**config.mk**
```make
export PLATFORM = sky130hd
export DESIGN_NAME = first_fit_bin_packer_core
export DESIGN_NICKNAME = d
export VERILOG_FILES = /design/src/hdl/ffbp_pkg.sv /design/src/hdl/first_fit_bin_packer_core.sv /design/src/hdl/ffbp_ctrl.sv /design/src/hdl/ffbp_datapath.sv
export SDC_FILE = /design/constraint.sdc
export NUM_CORES = 2
export LEC_CHECK = 0
export CORE_MARGIN = 2
export CORE_UTILIZATION = 40
export DETAILED_ROUTE_END_ITERATION = 8
export DONT_BUFFER_PORTS = 1
export HOLD_SLACK_MARGIN = 0.02
export SYNTH_ARGS = -nofsm -noshare
export SYNTH_HDL_FRONTEND = slang
export SYNTH_SLANG_ARGS = --single-unit
```
**constraint.sdc**
```tcl
create_clock -name clk -period 12.2 [get_ports clk]
set_clock_uncertainty 0.15 [all_clocks]
set_input_delay 2.44 -clock clk [delete_from_list [all_inputs] [get_ports clk]]
set_output_delay 2.44 -clock clk [all_outputs]
set_load 0.03 [all_outputs]
```
**src/hdl/ffbp_pkg.sv**
```systemverilog
// Shared constants, types and helpers for the first-fit bin packer.
package ffbp_pkg;

  localparam int NUM_BINS = 128;
  localparam int IDX_W    = $clog2(NUM_BINS);

  localparam int TOTAL_W  = 32;
  localparam int OVH_W    = 16;
  localparam int BIN_W    = 7;
  localparam int CFG_IDX_W = 8;
  localparam int CFG_DATA_W = 32;

  localparam logic [TOTAL_W-1:0] CAPACITY_RESET = 32'd63000;
  localparam logic [OVH_W-1:0]   BIN_OVH_RESET  = 16'd620;
  localparam logic [OVH_W-1:0]   ITEM_OVH_RESET = 16'd90;

  localparam logic [CFG_IDX_W-1:0] CFG_CAPACITY = 8'd0;
  localparam logic [CFG_IDX_W-1:0] CFG_BIN_OVH  = 8'd1;
  localparam logic [CFG_IDX_W-1:0] CFG_ITEM_OVH = 8'd2;

  localparam logic [IDX_W-1:0] LAST_BIN = IDX_W'(NUM_BINS - 1);

  // Commands from the controller to the datapath.
  typedef struct packed {
    logic load_item;
    logic advance;
    logic commit;
    logic load_out;
  } ffbp_cmd_t;

  // Status from the datapath to the controller.
  typedef struct packed {
    logic hit;
    logic last;
  } ffbp_status_t;

  // Reports a bin number on the 7-bit result fields, masked or zero-extended.
  function automatic logic [BIN_W-1:0] to_bin_field(input logic [IDX_W-1:0] v);
    logic [IDX_W+BIN_W-1:0] w;
    w = {{BIN_W{1'b0}}, v};
    return w[BIN_W-1:0];
  endfunction

endpackage

```
**src/hdl/first_fit_bin_packer_core.sv**
```systemverilog
// Top level of the first-fit bin packer: controller, datapath and handshake ports.
//
// Usage: one item (item_size, is_directory) is taken per transfer on the input
// channel (in_valid/in_ready). The core scans bins from 1 upward and returns one
// result per item on the output channel (out_valid/out_ready): the chosen bin, its
// new saturated total, whether that bin was newly opened, the highest open bin,
// and a flag when every bin rejected the item.
// Configuration (capacity, per-bin and per-item overhead) is written through the
// cfg channel, which is always ready; writes should only be made while idle, and
// an index beyond the three registers is ignored.
// Scan: the core reads one bin total per cycle from the total memory, which has
// one read and one write port, and stops at the first bin that fits, at the latest
// one past the highest open; a rejected item is scanned up to the last bin.
// One item is processed at a time; the next is taken once the result is latched.
// Reset clears the open-bin count and restores the configuration defaults; the
// total memory needs no clearing, as unopened bins read as zero.
// If the receiver stalls, the result is held in the output register and the core
// may accept and scan the next item, waiting to deliver it until the slot frees.
module first_fit_bin_packer_core
  import ffbp_pkg::*;
(
  input  logic                  clk,
  input  logic                  rst,
  input  logic                  cfg_valid,
  output logic                  cfg_ready,
  input  logic [CFG_IDX_W-1:0]  cfg_index,
  input  logic [CFG_DATA_W-1:0] cfg_data,
  input  logic                  in_valid,
  output logic                  in_ready,
  input  logic [TOTAL_W-1:0]    item_size,
  input  logic                  is_directory,
  output logic                  out_valid,
  input  logic                  out_ready,
  output logic [BIN_W-1:0]      bin_index,
  output logic [TOTAL_W-1:0]    bin_total,
  output logic                  opened_new_bin,
  output logic [BIN_W-1:0]      bins_in_use,
  output logic                  no_bin_free
);

  ffbp_cmd_t    cmd;
  ffbp_status_t status;

  // Configuration writes complete in the cycle they are offered.
  assign cfg_ready = 1'b1;

  ffbp_ctrl u_ctrl (
    .clk       (clk),
    .rst       (rst),
    .in_valid  (in_valid),
    .in_ready  (in_ready),
    .out_valid (out_valid),
    .out_ready (out_ready),
    .status    (status),
    .cmd       (cmd)
  );

  ffbp_datapath u_datapath (
    .clk            (clk),
    .rst            (rst),
    .cmd            (cmd),
    .status         (status),
    .cfg_we         (cfg_valid && cfg_ready),
    .cfg_index      (cfg_index),
    .cfg_data       (cfg_data),
    .item_size      (item_size),
    .is_directory   (is_directory),
    .bin_index      (bin_index),
    .bin_total      (bin_total),
    .opened_new_bin (opened_new_bin),
    .bins_in_use    (bins_in_use),
    .no_bin_free    (no_bin_free)
  );

endmodule

```
**src/hdl/ffbp_ctrl.sv**
```systemverilog
// Controller state machine sequencing the first-fit scan of one item.
module ffbp_ctrl
  import ffbp_pkg::*;
(
  input  logic         clk,
  input  logic         rst,
  input  logic         in_valid,
  output logic         in_ready,
  output logic         out_valid,
  input  logic         out_ready,
  input  ffbp_status_t status,
  output ffbp_cmd_t    cmd
);

  typedef enum logic [1:0] {
    ST_IDLE,
    ST_START,
    ST_SCAN,
    ST_DONE
  } state_t;

  state_t state;
  logic   slot_free;

  assign in_ready  = (state == ST_IDLE);
  assign slot_free = !out_valid || out_ready;

  always_comb begin
    cmd = '0;
    unique case (state)
      ST_IDLE:  cmd.load_item = in_valid;
      ST_START: cmd.advance = 1'b1;
      ST_SCAN: begin
        cmd.advance = 1'b1;
        cmd.commit  = status.hit || status.last;
      end
      ST_DONE:  cmd.load_out = slot_free;
      default:  cmd = '0;
    endcase
  end

  always_ff @(posedge clk) begin
    if (rst) begin
      state     <= ST_IDLE;
      out_valid <= 1'b0;
    end else begin
      // A new result is loaded when the slot frees; otherwise a held result stays until taken.
      out_valid <= ((state == ST_DONE) && slot_free) || (out_valid && !out_ready);
      unique case (state)
        ST_IDLE: begin
          if (in_valid) begin
            state <= ST_START;
          end
        end
        ST_START: state <= ST_SCAN;
        ST_SCAN: begin
          if (status.hit || status.last) begin
            state <= ST_DONE;
          end
        end
        ST_DONE: begin
          if (slot_free) begin
            state <= ST_IDLE;
          end
        end
        default: state <= ST_IDLE;
      endcase
    end
  end

endmodule

```
**src/hdl/ffbp_datapath.sv**
```systemverilog
// Datapath: configuration registers, bin total memory, fit test and result registers.
module ffbp_datapath
  import ffbp_pkg::*;
(
  input  logic                  clk,
  input  logic                  rst,
  input  ffbp_cmd_t             cmd,
  output ffbp_status_t          status,
  input  logic                  cfg_we,
  input  logic [CFG_IDX_W-1:0]  cfg_index,
  input  logic [CFG_DATA_W-1:0] cfg_data,
  input  logic [TOTAL_W-1:0]    item_size,
  input  logic                  is_directory,
  output logic [BIN_W-1:0]      bin_index,
  output logic [TOTAL_W-1:0]    bin_total,
  output logic                  opened_new_bin,
  output logic [BIN_W-1:0]      bins_in_use,
  output logic                  no_bin_free
);

  logic [TOTAL_W-1:0] bin_capacity;
  logic [OVH_W-1:0]   bin_overhead;
  logic [OVH_W-1:0]   item_overhead;

  logic [TOTAL_W-1:0] totals_mem [NUM_BINS];
  logic [TOTAL_W-1:0] rdata;

  logic [IDX_W-1:0]   highest;
  logic [IDX_W-1:0]   rd_addr;
  logic [IDX_W-1:0]   chk_idx;

  logic [TOTAL_W:0]   addend;
  logic [TOTAL_W-1:0] limit;
  logic               limit_ok;
  logic               unlimited;

  logic [IDX_W-1:0]   res_idx;
  logic [TOTAL_W-1:0] res_total;
  logic               res_opened;
  logic [IDX_W-1:0]   res_bins;
  logic               res_fail;

  logic               empty;
  logic [TOTAL_W-1:0] base;
  logic [TOTAL_W+1:0] sum;
  logic [TOTAL_W-1:0] stored;
  logic               fit;

  // Bins above the highest opened one are treated as empty and read as zero.
  assign empty  = chk_idx > highest;
  assign base   = empty ? '0 : rdata;
  assign sum    = {2'b00, base} + {1'b0, addend};
  assign stored = (sum[TOTAL_W+1:TOTAL_W] != 2'b00) ? '1 : sum[TOTAL_W-1:0];
  assign fit    = unlimited || empty ||
                  (limit_ok && (sum <= {2'b00, limit}));

  assign status.hit  = fit;
  assign status.last = (chk_idx == LAST_BIN);

  always_ff @(posedge clk) begin
    if (rst) begin
      bin_capacity  <= CAPACITY_RESET;
      bin_overhead  <= BIN_OVH_RESET;
      item_overhead <= ITEM_OVH_RESET;
    end else if (cfg_we) begin
      unique case (cfg_index)
        CFG_CAPACITY: bin_capacity  <= cfg_data;
        CFG_BIN_OVH:  bin_overhead  <= cfg_data[OVH_W-1:0];
        CFG_ITEM_OVH: item_overhead <= cfg_data[OVH_W-1:0];
        default: ;
      endcase
    end
  end

  always_ff @(posedge clk) begin
    rdata <= totals_mem[rd_addr];
    if (cmd.commit && fit) begin
      totals_mem[chk_idx] <= stored;
    end
  end

  always_ff @(posedge clk) begin
    if (rst) begin
      highest <= '0;
    end else if (cmd.commit && fit && empty) begin
      highest <= chk_idx;
    end
  end

  always_ff @(posedge clk) begin
    if (cmd.load_item) begin
      addend    <= (is_directory ? {1'b0, {TOTAL_W{1'b0}}} : {1'b0, item_size}) +
                   {{(TOTAL_W-OVH_W+1){1'b0}}, item_overhead};
      unlimited <= (bin_capacity == '0);
      limit_ok  <= (bin_capacity != '0) &&
                   (bin_capacity >= {{(TOTAL_W-OVH_W){1'b0}}, bin_overhead});
      limit     <= bin_capacity - {{(TOTAL_W-OVH_W){1'b0}}, bin_overhead};
      rd_addr   <= IDX_W'(1);
    end else if (cmd.advance) begin
      rd_addr <= rd_addr + IDX_W'(1);
      chk_idx <= rd_addr;
    end
    if (cmd.commit) begin
      if (fit) begin
        res_idx    <= chk_idx;
        res_total  <= stored;
        res_opened <= empty;
        res_bins   <= empty ? chk_idx : highest;
        res_fail   <= 1'b0;
      end else begin
        res_idx    <= '0;
        res_total  <= '0;
        res_opened <= 1'b0;
        res_bins   <= highest;
        res_fail   <= 1'b1;
      end
    end
    if (cmd.load_out) begin
      bin_index      <= to_bin_field(res_idx);
      bin_total      <= res_total;
      opened_new_bin <= res_opened;
      bins_in_use    <= to_bin_field(res_bins);
      no_bin_free    <= res_fail;
    end
  end

  // The count of open bins never shrinks outside reset.
  assert property (@(posedge clk) disable iff (rst) 1'b1 |=> highest >= $past(highest))
    else $error("highest opened bin decreased");

  // First fit never skips an unopened bin.
  assert property (@(posedge clk) disable iff (rst)
      cmd.commit && fit |-> ({1'b0, chk_idx} <= {1'b0, highest} + 1'b1))
    else $error("placement beyond the lowest unopened bin");

  // A rejected item is only reported once bins 1 to the last are all open and checked.
  assert property (@(posedge clk) disable iff (rst)
      cmd.commit && !fit |-> (chk_idx == LAST_BIN) && (highest == LAST_BIN))
    else $error("no-bin-free reported with bins left");

endmodule
```
==> flow_summary.json <==
{
  "yosysSeqAreaShare_pct": 76.5,
  "finalPower_mw": 54.8,
  "cp-start-kind": "flop",
  "syn_area_per_cell_um2": 22.8,
  "finalSetupViolations": 0,
  "synth.distinct_cells": 65,
  "ir_drop_mv": 0.611,
  "first_iter_violations": 13506,
  "worstPathRequired_ns": 12.62,
  "crit_type": "reg -> reg",
  "antenna_found_initial": 61,
  "vias": 81400,
  "hold_start": "u_datapath.res_total[29]",
  "root_buffer": "clkbuf_16",
  "numPortBuffers": 0,
  "grt_max_degree": 143,
  "power_density_nw_per_um2": 286,
  "hp-class": "reg -> reg",
  "cts_resized": 0,
  "coreArea_um2": 424000,
  "drv_cap": 0,
  "dp_hpwl_um": 285000,
  "drtPass1Iterations": 8,
  "die_width_um": 657,
  "period_minus_slack_ns": 9.15,
  "cts_tree": "yes",
  "clockBufferDepth": 4,
  "yosysMostFrequentCell": "edfxtp_1",
  "power_leakage_nw": 58.1,
  "critPathSlowestCell": "buf_4",
  "die_height_um": 657,
  "async_reset_ff_share_pct": 0,
  "synth_warnings": 0,
  "synth_nets": 7650,
  "drc": 0,
  "grt.total_usage_pct": 21.2,
  "synthFlopType": "edfxtp_1",
  "ys_top_cells_by_count": "edfxtp_1, mux4_2, nor2_1",
  "clkTransAtPathRegs_ns": 0.07,
  "detail_route.wl_per_cell_um": 34.1,
  "maxClockFrequency_mhz": 109,
  "status": "finished, final reports clean",
  "grt_pass1_wl_um": 641000,
  "cts_setup_buffers": 0,
  "first_global_vias": 77887,
  "max_slew_margin_pct": 12.3,
  "numCtsBuffers": 425,
  "drive_above_1_share_pct": 29.0,
  "start_util_pct": 40.2,
  "finalMaxSlewViolations": 0,
  "worst_pin_slew_ns": 1.31,
  "synthCells": 7462,
  "rsz0062_at_grt": "false",
  "clock_latency_ns": 1.00,
  "viasPerCell": 5.96,
  "hold_viol": 0,
  "synth.top_cell.area_share_pct": 75.2,
  "multiInputGateArea_um2": 39100,
  "tns_ns": 0,
  "arrival_ns": 9.57,
  "syn_area_um2": 170000,
  "grt-ovfl-total": 0,
  "fillers": 34894,
  "reg2reg_from": "u_datapath.chk_idx[1]",
  "cp-end-kind": "flop",
  "totalWireLength_um": 466000,
  "die_area_um2": 431000,
  "cts_hold_buf": 0,
  "areaGrowthSynthToFinish_pct": 12.7,
  "cts_max_level": 5,
  "crit_start": "u_datapath.chk_idx[1]",
  "crit_top_cell": "a21oi_1",
  "slowest_delay_ns": 0.84,
  "place.gp.congestion": 0.877,
  "crit_fanout": 48,
  "regArea_um2": 130000,
  "cts.sinks": 4379,
  "synthTopCellsByArea": "edfxtp_1, mux4_2, dfxtp_1, ha_1, nor2_1",
  "fin_crit_sh_pct": 75.0,
  "synth_enable_flop_cells": 4266,
  "drtAntennaViolNets": 0,
  "synth-seq-cells": 4379,
  "std_cell_rows": 239,
  "synth_top_area_cell": "edfxtp_1",
  "io_pins": 129,
  "nets": 7807
}
-- where the power goes --
| group | internal, mW | total [mW] | switching (mW) |
|---|---|---|---|
| logic | 4.62 | 18.8 | 14.2 |
| clock network | 7.57 | 13.2 | 5.67 |
| registers | 22.5 | 22.8 | 0.306 |
| total | 34.7 | 54.8 | 20.2 |
-- metal layers --
| metal | up-vias | track usage [%] | routed length (um) |
|---|---|---|---|
| met5 | - | 0 | 71 |
| met4 | 10 | 5.50 | 12500 |
| met3 | 543 | 4.06 | 49000 |
| met2 | 4596 | 31.4 | 210000 |
| met1 | 44336 | 32.4 | 195000 |
| li1 | 31915 | - | - |
-- cells in the final DEF (no fill, tap or decap), drive strengths merged, types with 14 or more instances in the layout --
| cell type | netlist | final |
|---|---|---|
| nand4 | 18 | 18 |
| nand2 | 205 | 205 |
| edfxtp | 4266 | 4266 |
| bufinv | 0 | 49 |
| nand2b | 18 | 18 |
| o21ai | 54 | 54 |
| buf | 152 | 111 |
| nand3 | 34 | 34 |
| mux2 | 40 | 40 |
| mux4 | 1343 | 1343 |
| nor4 | 14 | 14 |
| inv | 116 | 132 |
| nor3 | 14 | 14 |
| a21oi | 122 | 122 |
| clkbuf | 229 | 515 |
| diode | 0 | 19 |
| a21o | 34 | 34 |
| or2 | 14 | 14 |
| nor2 | 250 | 250 |
| nor2b | 48 | 48 |
| xnor2 | 45 | 45 |
| ha | 107 | 107 |
| clkinv | 0 | 198 |
| dfxtp | 113 | 113 |
| xor2 | 29 | 29 |
| and2 | 40 | 40 |
-- logic make-up (layout without fill, tap and decap cells) --
| logic type | after synthesis | count (layout) | synth area share, % |
|---|---|---|---|
| buffers and inverters | 497 | 1018 | 1.22 |
| multiplexers | 1395 | 1395 | 18.1 |
| flip-flops | 4379 | 4379 | 76.5 |
| other | 1 | 20 | 0.00220 |
| AND/OR/NAND/NOR | 708 | 708 | 1.93 |
| adder cells (fa/ha/maj) | 110 | 110 | 0.821 |
| XOR/XNOR | 74 | 74 | 0.380 |
| AO/OA/AOI/OAI | 298 | 298 | 1.09 |
-- critical path, delay by kind of cell, from the launching register on --
kind | cells | cell delay (ns)
flops | 1 | 0.50
xor+xnor | 1 | 0.40
simple gates | 6 | 1.82
buf+inv | 2 | 1.31
compound gates | 16 | 3.66
fa+ha+maj | 3 | 0.79
-- metrics by stage --
stage                     instance area (um^2)  utilization [%]  std cells  hold WS [ns]  worst slack, ns
after floorplan                         170000                -       7462         0.250             2.84
after global placement                  178000             42.0      12855         0.272             3.03
after detailed placement                178000             42.0      12855         0.278             3.14
after CTS                               192000             45.3      13646         0.287             3.08
after global routing                    192000             45.3      13647         0.299             2.52
final                                   192000             45.3      13665         0.288             3.05
-- final cells by class --
type | instances | area share [%]
Multi-Input combinational cell | 2586 | 20.3
Clock inverter | 276 | 1.45
Timing Repair Buffer | 111 | 0.519
Antenna cell | 19 | 0.0248
Clock buffer | 515 | 5.82
Inverter | 116 | 0.262
Tap cell | 5663 | 3.69
Sequential cell | 4379 | 67.9
-- sequential cells by signal (all words and copies together), names as in the netlist, 16 cells and up --
register	count
u_datapath.totals_mem	4096
u_datapath.res_total	32
u_datapath.bin_overhead	16
u_datapath.limit	32
u_datapath.bin_total	32
u_datapath.bin_capacity	32
u_datapath.addend	33
u_datapath.item_overhead	16
u_datapath.rdata	32
-- final timing paths --
check	depth (start not counted)	slack [ns]	end
min reg2reg	0	0.29	u_datapath.bin_total[29]
max	28	3.05	u_datapath.totals_mem[53][8]
max reg2reg	28	3.05	u_datapath.totals_mem[53][8]
min	0	0.29	u_datapath.bin_total[29]
No activity file was read; power rests on OpenSTA's default activity.
